--- config.mk ---
export PLATFORM = sky130hd
export DESIGN_NAME = fixed_block_pool_allocator_top
export DESIGN_NICKNAME = d
export VERILOG_FILES = /design/src/rtl/fbpa_pkg.sv /design/src/rtl/fixed_block_pool_allocator_top.sv /design/src/rtl/fbpa_cell.sv /design/src/rtl/fbpa_row.sv
export SDC_FILE = /design/constraint.sdc
export NUM_CORES = 2
export LEC_CHECK = 0
export ABC_AREA = 1
export ABC_CLOCK_PERIOD_IN_PS = 32100
export BUFFER_PORTS_ARGS = -buffer_cell sky130_fd_sc_hd__buf_4
export CAP_MARGIN = 20
export CORE_ASPECT_RATIO = 0.6
export CORE_MARGIN = 5
export CORE_UTILIZATION = 39
export DETAILED_ROUTE_END_ITERATION = 8
export PLACE_DENSITY = 0.54
export SYNTH_ARGS = -nofsm -noshare
export SYNTH_HDL_FRONTEND = slang
export SYNTH_SLANG_ARGS = --single-unit
--- constraint.sdc ---
create_clock -name clock -period 32.1 [get_ports clock]
set_input_delay 6.42 -clock clock [delete_from_list [all_inputs] [get_ports clock]]
set_output_delay 6.42 -clock clock [all_outputs]
set_load 0.01 [all_outputs]
--- src/rtl/fbpa_pkg.sv ---
package fbpa_pkg;

   // operation codes of the request channel
   localparam logic [1:0] OP_ALLOC   = 2'd0;
   localparam logic [1:0] OP_RELEASE = 2'd1;
   localparam logic [1:0] OP_SWEEP   = 2'd2;

   // commands broadcast along the row of slot cells
   localparam logic [1:0] CELL_IDLE  = 2'd0;
   localparam logic [1:0] CELL_CLAIM = 2'd1;
   localparam logic [1:0] CELL_FREE  = 2'd2;
   localparam logic [1:0] CELL_SWEEP = 2'd3;

   // configuration register indexes
   localparam logic [2:0] CSR_BLOCK_SIZE   = 3'd0;
   localparam logic [2:0] CSR_BLOCKS_USED  = 3'd1;
   localparam logic [2:0] CSR_MAX_AGE      = 3'd2;
   localparam logic [2:0] CSR_AUTO_SWEEP   = 3'd3;
   localparam logic [2:0] CSR_THRESHOLD    = 3'd4;
   localparam logic [2:0] CSR_INTERVAL     = 3'd5;

   // configuration reset values
   localparam logic [20:0] RST_BLOCK_SIZE  = 21'd4096;
   localparam logic [6:0]  RST_BLOCKS_USED = 7'd8;
   localparam logic [31:0] RST_MAX_AGE     = 32'd300000;
   localparam logic        RST_AUTO_SWEEP  = 1'b1;
   localparam logic [6:0]  RST_THRESHOLD   = 7'd75;
   localparam logic [31:0] RST_INTERVAL    = 32'd30000;

   // percent scale for the utilization compare
   localparam logic [13:0] PCT_SCALE = 14'd100;

   // command and operands seen by every cell in the same cycle
   typedef struct packed {
      logic [1:0]  op;
      logic [31:0] tag;
      logic [31:0] match_id;
      logic [31:0] now;
      logic [31:0] age_limit;
   } cell_cmd_type;

   // per-cell status returned to the sequencer
   typedef struct packed {
      logic taken;
      logic grant;
      logic freed;
   } cell_stat_type;

endpackage

--- src/rtl/fixed_block_pool_allocator_top.sv ---
// The idle step latches a request; in the execute step the slot row claims, releases or
// sweeps, the stats step recounts used slots, and the done step loads the response. An
// automatic sweep adds a sweep step and another stats step. Only idle takes requests.
// A stalled response holds the sequencer in its final step until the beat is taken.
// Reset (synchronous, active high): all slots free, next ID 1, counters and last sweep
// time 0, configuration registers at their documented defaults.
module fixed_block_pool_allocator_top #(
   parameter int BLOCK_SLOTS = 8
) (
   input  logic        clock,
   input  logic        reset,
   // request channel
   input  logic        req_valid,
   output logic        req_ready,
   input  logic [1:0]  req_operation,
   input  logic [20:0] req_request_size,
   input  logic [31:0] req_release_id,
   input  logic [31:0] req_now_ms,
   // response channel
   output logic        rsp_valid,
   input  logic        rsp_ready,
   output logic        rsp_ok,
   output logic [5:0]  rsp_block_index,
   output logic [25:0] rsp_buffer_offset,
   output logic [20:0] rsp_granted_size,
   output logic [31:0] rsp_allocation_id,
   output logic [6:0]  rsp_blocks_freed,
   output logic [6:0]  rsp_used_blocks,
   output logic [6:0]  rsp_peak_used,
   output logic [31:0] rsp_allocation_total,
   output logic [31:0] rsp_release_total,
   output logic [31:0] rsp_failure_total,
   // configuration writes
   input  logic        csr_wr_en,
   input  logic [2:0]  csr_index,
   input  logic [31:0] csr_wr_data
);
   import fbpa_pkg::*;

   localparam logic [2:0] ST_IDLE  = 3'd0;
   localparam logic [2:0] ST_EXEC  = 3'd1;
   localparam logic [2:0] ST_STATS = 3'd2;
   localparam logic [2:0] ST_SWEEP = 3'd3;
   localparam logic [2:0] ST_DONE  = 3'd4;

   localparam logic [6:0] SLOTS_W = 7'(BLOCK_SLOTS);

   // sequencer and bookkeeping
   logic [2:0]  state_ff, state_in;
   logic [31:0] next_id_ff, next_id_in;
   logic [6:0]  used_ff, used_in;
   logic [6:0]  peak_ff, peak_in;
   logic [31:0] alloc_cnt_ff, alloc_cnt_in;
   logic [31:0] rel_cnt_ff, rel_cnt_in;
   logic [31:0] fail_cnt_ff, fail_cnt_in;
   logic [31:0] last_sweep_ff, last_sweep_in;
   logic        upd_ff, upd_in;
   logic        swept_ff, swept_in;

   // configuration
   logic [20:0] block_size_ff, block_size_in;
   logic [6:0]  blocks_used_ff, blocks_used_in;
   logic [31:0] max_age_ff, max_age_in;
   logic        auto_en_ff, auto_en_in;
   logic [6:0]  thresh_ff, thresh_in;
   logic [31:0] interval_ff, interval_in;

   // latched request
   logic [1:0]  op_ff, op_in;
   logic [20:0] size_ff, size_in;
   logic [31:0] rid_ff, rid_in;
   logic [31:0] now_ff, now_in;

   // result being built
   logic        ok_ff, ok_in;
   logic [5:0]  idx_ff, idx_in;
   logic [25:0] offset_ff, offset_in;
   logic [20:0] gsize_ff, gsize_in;
   logic [31:0] aid_ff, aid_in;
   logic [6:0]  freed_ff, freed_in;

   // response register
   logic        rsp_valid_ff, rsp_valid_in;
   logic        r_ok_ff, r_ok_in;
   logic [5:0]  r_idx_ff, r_idx_in;
   logic [25:0] r_offset_ff, r_offset_in;
   logic [20:0] r_gsize_ff, r_gsize_in;
   logic [31:0] r_aid_ff, r_aid_in;
   logic [6:0]  r_freed_ff, r_freed_in;
   logic [6:0]  r_used_ff, r_used_in;
   logic [6:0]  r_peak_ff, r_peak_in;
   logic [31:0] r_alloc_ff, r_alloc_in;
   logic [31:0] r_rel_ff, r_rel_in;
   logic [31:0] r_fail_ff, r_fail_in;

   // slot row
   cell_cmd_type           cmd;
   logic [BLOCK_SLOTS-1:0] active;
   logic [BLOCK_SLOTS-1:0] taken_vec;
   logic [BLOCK_SLOTS-1:0] grant_vec;
   logic [BLOCK_SLOTS-1:0] freed_vec;

   logic [6:0]  n_active;
   logic        size_ok;
   logic        any_grant;
   logic [5:0]  grant_idx;
   logic [26:0] offset_prod;
   logic [6:0]  freed_cnt;
   logic [6:0]  used_cnt;
   logic [6:0]  used_now;
   logic [13:0] used_pct;
   logic [13:0] thresh_pct;
   logic [31:0] elapsed;
   logic        rsp_free;

   // active slot count and mask
   always_comb begin
      n_active = (blocks_used_ff > SLOTS_W) ? SLOTS_W : blocks_used_ff;
      for (int i = 0; i < BLOCK_SLOTS; i++) begin
         active[i] = 7'(i) < n_active;
      end
   end

   // command to the slot row
   always_comb begin
      cmd.op        = CELL_IDLE;
      cmd.tag       = next_id_ff;
      cmd.match_id  = rid_ff;
      cmd.now       = now_ff;
      cmd.age_limit = max_age_ff;
      size_ok       = size_ff <= block_size_ff;
      if (state_ff == ST_EXEC) begin
         case (op_ff)
            OP_ALLOC:   cmd.op = size_ok ? CELL_CLAIM : CELL_IDLE;
            OP_RELEASE: cmd.op = CELL_FREE;
            OP_SWEEP:   cmd.op = CELL_SWEEP;
            default:    cmd.op = CELL_IDLE;
         endcase
      end else if (state_ff == ST_SWEEP) begin
         cmd.op = CELL_SWEEP;
      end
   end

   fbpa_row #(
      .SLOTS (BLOCK_SLOTS)
   ) u_row (
      .clock     (clock),
      .reset     (reset),
      .cmd       (cmd),
      .active    (active),
      .taken_vec (taken_vec),
      .grant_vec (grant_vec),
      .freed_vec (freed_vec)
   );

   // row summaries
   always_comb begin
      grant_idx = '0;
      for (int i = 0; i < BLOCK_SLOTS; i++) begin
         if (grant_vec[i]) grant_idx = grant_idx | 6'(i);
      end
      any_grant   = |grant_vec;
      offset_prod = 27'(grant_idx) * 27'(block_size_ff);
      freed_cnt   = 7'($countones(freed_vec));
      used_cnt    = 7'($countones(taken_vec & active));
      used_now    = upd_ff ? used_cnt : used_ff;
      used_pct    = 14'(used_now) * PCT_SCALE;
      thresh_pct  = 14'(thresh_ff) * 14'(n_active);
      elapsed     = now_ff - last_sweep_ff;
      rsp_free    = !rsp_valid_ff || rsp_ready;
   end

   // sequencer
   always_comb begin
      state_in      = state_ff;
      next_id_in    = next_id_ff;
      used_in       = used_ff;
      peak_in       = peak_ff;
      alloc_cnt_in  = alloc_cnt_ff;
      rel_cnt_in    = rel_cnt_ff;
      fail_cnt_in   = fail_cnt_ff;
      last_sweep_in = last_sweep_ff;
      upd_in        = upd_ff;
      swept_in      = swept_ff;
      op_in         = op_ff;
      size_in       = size_ff;
      rid_in        = rid_ff;
      now_in        = now_ff;
      ok_in         = ok_ff;
      idx_in        = idx_ff;
      offset_in     = offset_ff;
      gsize_in      = gsize_ff;
      aid_in        = aid_ff;
      freed_in      = freed_ff;
      rsp_valid_in  = rsp_valid_ff && !rsp_ready;
      r_ok_in       = r_ok_ff;
      r_idx_in      = r_idx_ff;
      r_offset_in   = r_offset_ff;
      r_gsize_in    = r_gsize_ff;
      r_aid_in      = r_aid_ff;
      r_freed_in    = r_freed_ff;
      r_used_in     = r_used_ff;
      r_peak_in     = r_peak_ff;
      r_alloc_in    = r_alloc_ff;
      r_rel_in      = r_rel_ff;
      r_fail_in     = r_fail_ff;

      case (state_ff)
         ST_IDLE: begin
            if (req_valid) begin
               op_in    = req_operation;
               size_in  = req_request_size;
               rid_in   = req_release_id;
               now_in   = req_now_ms;
               state_in = ST_EXEC;
            end
         end

         // row acts on the request; allocation fields settle here
         ST_EXEC: begin
            ok_in     = 1'b0;
            idx_in    = '0;
            offset_in = '0;
            gsize_in  = '0;
            aid_in    = '0;
            freed_in  = '0;
            upd_in    = 1'b0;
            swept_in  = 1'b0;
            case (op_ff)
               OP_ALLOC: begin
                  if (any_grant) begin
                     ok_in        = 1'b1;
                     idx_in       = grant_idx;
                     offset_in    = offset_prod[25:0];
                     gsize_in     = (size_ff != '0) ? size_ff : block_size_ff;
                     aid_in       = next_id_ff;
                     next_id_in   = next_id_ff + 32'd1;
                     alloc_cnt_in = alloc_cnt_ff + 32'd1;
                     upd_in       = 1'b1;
                  end else begin
                     fail_cnt_in = fail_cnt_ff + 32'd1;
                  end
               end
               OP_RELEASE: begin
                  if (any_grant) begin
                     ok_in      = 1'b1;
                     rel_cnt_in = rel_cnt_ff + 32'd1;
                     upd_in     = 1'b1;
                  end
               end
               OP_SWEEP: begin
                  ok_in    = 1'b1;
                  freed_in = freed_cnt;
                  upd_in   = freed_cnt != '0;
               end
               default: begin
               end
            endcase
            state_in = ST_STATS;
         end

         // recount, then the automatic sweep check after an allocate
         ST_STATS: begin
            if (upd_ff) begin
               used_in = used_cnt;
               if (used_cnt > peak_ff) peak_in = used_cnt;
            end
            upd_in   = 1'b0;
            state_in = ST_DONE;
            if (op_ff == OP_ALLOC && !swept_ff && auto_en_ff && elapsed > interval_ff) begin
               last_sweep_in = now_ff;
               if (n_active != '0 && used_pct > thresh_pct) state_in = ST_SWEEP;
            end
         end

         ST_SWEEP: begin
            freed_in = freed_cnt;
            upd_in   = freed_cnt != '0;
            swept_in = 1'b1;
            state_in = ST_STATS;
         end

         ST_DONE: begin
            if (rsp_free) begin
               rsp_valid_in = 1'b1;
               r_ok_in      = ok_ff;
               r_idx_in     = idx_ff;
               r_offset_in  = offset_ff;
               r_gsize_in   = gsize_ff;
               r_aid_in     = aid_ff;
               r_freed_in   = freed_ff;
               r_used_in    = used_ff;
               r_peak_in    = peak_ff;
               r_alloc_in   = alloc_cnt_ff;
               r_rel_in     = rel_cnt_ff;
               r_fail_in    = fail_cnt_ff;
               state_in     = ST_IDLE;
            end
         end

         default: state_in = ST_IDLE;
      endcase
   end

   // configuration writes
   always_comb begin
      block_size_in  = block_size_ff;
      blocks_used_in = blocks_used_ff;
      max_age_in     = max_age_ff;
      auto_en_in     = auto_en_ff;
      thresh_in      = thresh_ff;
      interval_in    = interval_ff;
      if (csr_wr_en) begin
         case (csr_index)
            CSR_BLOCK_SIZE:  block_size_in  = csr_wr_data[20:0];
            CSR_BLOCKS_USED: blocks_used_in = csr_wr_data[6:0];
            CSR_MAX_AGE:     max_age_in     = csr_wr_data;
            CSR_AUTO_SWEEP:  auto_en_in     = csr_wr_data[0];
            CSR_THRESHOLD:   thresh_in      = csr_wr_data[6:0];
            CSR_INTERVAL:    interval_in    = csr_wr_data;
            default: begin
            end
         endcase
      end
   end

   always_ff @(posedge clock) begin
      if (reset) begin
         state_ff       <= ST_IDLE;
         next_id_ff     <= 32'd1;
         used_ff        <= '0;
         peak_ff        <= '0;
         alloc_cnt_ff   <= '0;
         rel_cnt_ff     <= '0;
         fail_cnt_ff    <= '0;
         last_sweep_ff  <= '0;
         upd_ff         <= 1'b0;
         swept_ff       <= 1'b0;
         rsp_valid_ff   <= 1'b0;
         block_size_ff  <= RST_BLOCK_SIZE;
         blocks_used_ff <= RST_BLOCKS_USED;
         max_age_ff     <= RST_MAX_AGE;
         auto_en_ff     <= RST_AUTO_SWEEP;
         thresh_ff      <= RST_THRESHOLD;
         interval_ff    <= RST_INTERVAL;
      end else begin
         state_ff       <= state_in;
         next_id_ff     <= next_id_in;
         used_ff        <= used_in;
         peak_ff        <= peak_in;
         alloc_cnt_ff   <= alloc_cnt_in;
         rel_cnt_ff     <= rel_cnt_in;
         fail_cnt_ff    <= fail_cnt_in;
         last_sweep_ff  <= last_sweep_in;
         upd_ff         <= upd_in;
         swept_ff       <= swept_in;
         rsp_valid_ff   <= rsp_valid_in;
         block_size_ff  <= block_size_in;
         blocks_used_ff <= blocks_used_in;
         max_age_ff     <= max_age_in;
         auto_en_ff     <= auto_en_in;
         thresh_ff      <= thresh_in;
         interval_ff    <= interval_in;
      end
      op_ff       <= op_in;
      size_ff     <= size_in;
      rid_ff      <= rid_in;
      now_ff      <= now_in;
      ok_ff       <= ok_in;
      idx_ff      <= idx_in;
      offset_ff   <= offset_in;
      gsize_ff    <= gsize_in;
      aid_ff      <= aid_in;
      freed_ff    <= freed_in;
      r_ok_ff     <= r_ok_in;
      r_idx_ff    <= r_idx_in;
      r_offset_ff <= r_offset_in;
      r_gsize_ff  <= r_gsize_in;
      r_aid_ff    <= r_aid_in;
      r_freed_ff  <= r_freed_in;
      r_used_ff   <= r_used_in;
      r_peak_ff   <= r_peak_in;
      r_alloc_ff  <= r_alloc_in;
      r_rel_ff    <= r_rel_in;
      r_fail_ff   <= r_fail_in;
   end

   assign req_ready            = state_ff == ST_IDLE;
   assign rsp_valid            = rsp_valid_ff;
   assign rsp_ok               = r_ok_ff;
   assign rsp_block_index      = r_idx_ff;
   assign rsp_buffer_offset    = r_offset_ff;
   assign rsp_granted_size     = r_gsize_ff;
   assign rsp_allocation_id    = r_aid_ff;
   assign rsp_blocks_freed     = r_freed_ff;
   assign rsp_used_blocks      = r_used_ff;
   assign rsp_peak_used        = r_peak_ff;
   assign rsp_allocation_total = r_alloc_ff;
   assign rsp_release_total    = r_rel_ff;
   assign rsp_failure_total    = r_fail_ff;

endmodule

--- src/rtl/fbpa_cell.sv ---
module fbpa_cell (
   input  logic                   clock,
   input  logic                   reset,
   input  fbpa_pkg::cell_cmd_type cmd,
   input  logic                   active,
   input  logic                   busy_in,
   output logic                   busy_out,
   output fbpa_pkg::cell_stat_type stat
);
   import fbpa_pkg::*;

   logic        taken_ff, taken_in;
   logic [31:0] id_ff, id_in;
   logic [31:0] time_ff, time_in;
   logic        hit;
   logic        grant;
   logic        aged;
   logic [31:0] age;

   // candidate for claim (free slot) or release (matching ID)
   always_comb begin
      age  = cmd.now - time_ff;
      aged = active && taken_ff && (age > cmd.age_limit);
      case (cmd.op)
         CELL_CLAIM: hit = active && !taken_ff;
         CELL_FREE:  hit = active && taken_ff && (id_ff == cmd.match_id);
         default:    hit = 1'b0;
      endcase
      grant    = hit && !busy_in;
      busy_out = busy_in || hit;
   end

   // slot update
   always_comb begin
      taken_in = taken_ff;
      id_in    = id_ff;
      time_in  = time_ff;
      case (cmd.op)
         CELL_CLAIM: begin
            if (grant) begin
               taken_in = 1'b1;
               id_in    = cmd.tag;
               time_in  = cmd.now;
            end
         end
         CELL_FREE: begin
            if (grant) taken_in = 1'b0;
         end
         CELL_SWEEP: begin
            if (aged) taken_in = 1'b0;
         end
         default: begin
         end
      endcase
   end

   always_ff @(posedge clock) begin
      if (reset) begin
         taken_ff <= 1'b0;
      end else begin
         taken_ff <= taken_in;
      end
      id_ff   <= id_in;
      time_ff <= time_in;
   end

   assign stat.taken = taken_ff;
   assign stat.grant = grant;
   assign stat.freed = (cmd.op == CELL_SWEEP) && aged;

endmodule

--- src/rtl/fbpa_row.sv ---
module fbpa_row #(
   parameter int SLOTS = 8
) (
   input  logic                   clock,
   input  logic                   reset,
   input  fbpa_pkg::cell_cmd_type cmd,
   input  logic [SLOTS-1:0]       active,
   output logic [SLOTS-1:0]       taken_vec,
   output logic [SLOTS-1:0]       grant_vec,
   output logic [SLOTS-1:0]       freed_vec
);
   import fbpa_pkg::*;

   // busy ripples from slot 0 upward so the lowest candidate wins
   logic [SLOTS:0] busy;
   cell_stat_type  stat [SLOTS];

   assign busy[0] = 1'b0;

   for (genvar i = 0; i < SLOTS; i++) begin : g_cell
      fbpa_cell u_cell (
         .clock    (clock),
         .reset    (reset),
         .cmd      (cmd),
         .active   (active[i]),
         .busy_in  (busy[i]),
         .busy_out (busy[i+1]),
         .stat     (stat[i])
      );
      assign taken_vec[i] = stat[i].taken;
      assign grant_vec[i] = stat[i].grant;
      assign freed_vec[i] = stat[i].freed;
   end

endmodule
==> summary.md <==
| Metric | Value |
|---|---|
| Crit share post-route | 27.3% |
| Status | completed |
| Data arrival, critical path | 9390 ps |
| Setup CP Type | reg2reg |
| CP startpoint kind | flip-flop |
| Syn_area_per_cell | 9.12 um^2 |
| Layout area overhead | 13.9% |
| Initial DRC Count | 5,825 |
| Hold Violations, Final | 0 |
| Min-Delay Path Class | reg2reg |
| IO Count | 332 |
| CTS Root Cell | clkbuf_16 |
| Post-CTS setup repair buffer count | 0 |
| CTS tree | done |
| Die area | 188,000 um^2 |
| Largest stage delay, worst path | 700 ps |
| Gates resized, CTS repair | 0 |
| Hold Buf Count CTS | 0 |
| Met2 wire length | 85,200 um |
| CP delay by family, top | adder cells |
| Cells after Synth | 7,643 |
| Slew HR | 18.9% |
| Nets | 8,964 |
| Worst Path Buf+Inv | 5 |
| Endpoint class of the critical path | flip-flop |
| Measured slew at the worst slew-check pin | 1210 ps |
| Setup Viol. Count Final | 0 |
| Site row count | 120 |
| CTS max path bufs | 3 |
| Leakage | 33.3 nW |
| Crit path max fanout | 10 |
| Overflow after GRT | 0 |
| Die span in y | 337 um |
| Post-Route WL | 230,000 um |
| Filler-free cell count of the finished design | 10,600 |
| Vias in the first global route | 51,500 |
| Post-layout min period | 8770 ps |
| DR top layer | met4 |
| Count of cell types in the netlist | 61 |
| EDFF count, synth | 876 |
| Max-slew violations | 0 |
| Most frequent CP cell | nand2_1 |
| Total GRT Usage | 23.9% |
| Cell Pwr Density | 49.3 nW/um^2 |
| Largest net degree at the start of global routing | 101 |
| Post-layout util | 44.6% |
| Routability Congestion | 0.911 |
| Wire length per cell | 21.8 um |
| Critical-path top delay cell | nor4_1 |
| Port buffer count | 320 |
| Die width | 556 um |
| Dominant synthesized flop cell | edfxtp_1 |
| CP required | 32,720 ps |
| Origin of the worst setup path | now_ff[0] |
| Setup TNS | 0 ps |
| MaxCap Viol Count | 0 |
| Avg Vias per Cell | 5.25 |
| Synth async-reset ratio | 0% |
| Inserted Clock Buffers | 115 |
| First-pass GRT wire length | 335,000 um |
| Initial antenna violation count | 21 |
| DRT antenna net count | 0 |
| Metal1 wirelength | 119,000 um |
| Initial DRT Pass Iterations | 6 |
| Clock tree sinks | 1,161 |
| Via count | 55,500 |
| Max VDD drop | 0.0000405 V |
| Max H-tree Level | 3 |
| Warnings, synthesis | 0 |
| Clock Latency Late Sink | 750 ps |
| Hold Path Origin | aid_ff[9] |
| Flop and latch count out of synthesis | 1,161 |
| HPWL after detailed placement | 177,000 um |
| Cell Area, Synth | 69,700 um^2 |
| Layout cells sized above 1 | 8.44% |
| R2r startpoint | now_ff[0] |
| Drc violations | 0 |
| Final clock skew | 41.9 ps |
| CTS clk-pin slew, worst paths | 70 ps |
| Met3 wire length | 21,700 um |
| RSZ-0062 raised after global routing | false |
| Core area | 178,000 um^2 |
| F_max | 114 MHz |
| Initial core utilization | 39.1% |
| Register area share after synthesis | 45.9% |
| Cells after DPL | 10,300 |
| Hold slack | 420 ps |
## cells by family after synthesis
kind of cell | synth area share (%)
other | 0.0108
xor gates and xnor gates | 6.31
DFF | 45.9
adders and majority gates | 14.4
and+or+nand+nor | 15.3
AOI/OAI and AO/OA | 11.2
buffers and inverters | 6.82
## layout make-up
type	count	area, um^2
fill	17400	98700
tap	2379	2980
inverter	1079	4050
clock inverter	73	872
timing repair buffer	425	3230
sequential	1161	32000
antenna	5	12.5
multi-input combinational	5291	33100
clock buffer	147	3110
## flip-flops by register name, indices dropped and copies added, names as in the netlist, 24 cells and up
register	cells
next_id_ff	32
rsp_release_total	32
rsp_allocation_id	32
alloc_cnt_ff	32
max_age_ff	32
now_ff	32
rel_cnt_ff	32
rid_ff	32
rsp_allocation_total	32
interval_ff	32
fail_cnt_ff	32
u_row.g_cell.u_cell.id_ff	256
offset_ff	24
aid_ff	32
u_row.g_cell.u_cell.time_ff	256
last_sweep_ff	32
rsp_buffer_offset	24
rsp_failure_total	32
## power breakdown
group	internal [mW]	total [mW]	switching [mW]
sequential	1.65	1.69	0.0312
clock	0.813	1.45	0.635
combinational	0.276	0.785	0.509
total	2.74	3.92	1.18
## metrics by stage
step	setup WS [ps]	area [um^2]	power, mW
2_1_floorplan	11730	69800	2.24
3_3_place_gp	23480	75300	2.48
3_5_place_dp	23380	75400	2.49
4_1_cts	23340	79300	3.95
5_1_grt	22750	79400	4.12
6_report	23330	79400	3.92
## final timing paths
path	endpoint	slack, ps	cells after the start
setup / recovery	upd_ff	23330	38
hold / removal	rsp_allocation_id[9]	420	0
setup reg to reg	upd_ff	23330	38
hold reg to reg	rsp_allocation_id[9]	420	0
## Yosys cell counts, types with 3 or more instances
cell	n	share of area, %
nor3b_1	4	0.043
nor4_1	64	0.57
o21ai_0	356	2.6
a21oi_1	773	5.6
buf_2	54	0.39
o221ai_1	16	0.20
ha_1	701	13
a221oi_1	11	0.14
o21ai_1	25	0.18
o211ai_1	41	0.44
nand3_1	206	1.5
clkbuf_1	64	0.34
a21boi_0	41	0.44
o2111ai_1	8	0.10
xnor2_1	169	2.1
a211oi_1	31	0.33
buf_4	16	0.17
nor2_1	519	2.8
a31oi_1	25	0.22
xor2_1	333	4.2
or2_2	21	0.19
or2_0	3	0.027
buf_6	6	0.097
fa_1	63	1.8
nand2_1	1500	8.1
o22ai_1	5	0.045
or2_1	5	0.045
o31ai_1	4	0.043
nand2_2	3	0.027
inv_2	30	0.16
o21bai_1	25	0.27
nand4_1	100	0.90
inv_1	1047	5.6
edfxtp_1	876	38
o21a_1	23	0.25
nor3_1	135	0.97
dfxtp_1	285	8.2
a21o_1	24	0.26
## layer usage
metal,vias to the layer above,track usage (%)
met5,-,0
met2,2030,31.0
met1,26400,39.1
li1,26800,-
met3,248,5.59
met4,0,5.12
## cell usage in the layout, fill, tap and decap left out, types with 63 or more instances in the layout
cell / count
a21oi_1: 773
buf_4: 422
clkbuf_16: 119
dfxtp_1: 285
edfxtp_1: 876
fa_1: 63
ha_1: 701
inv_1: 1046
nand2_1: 1499
nand3_1: 204
nand4_1: 100
nor2_1: 509
nor3_1: 132
nor4_1: 64
o21ai_0: 356
xnor2_1: 169
xor2_1: 333
Note: power is estimated with default switching activity, not from simulation.
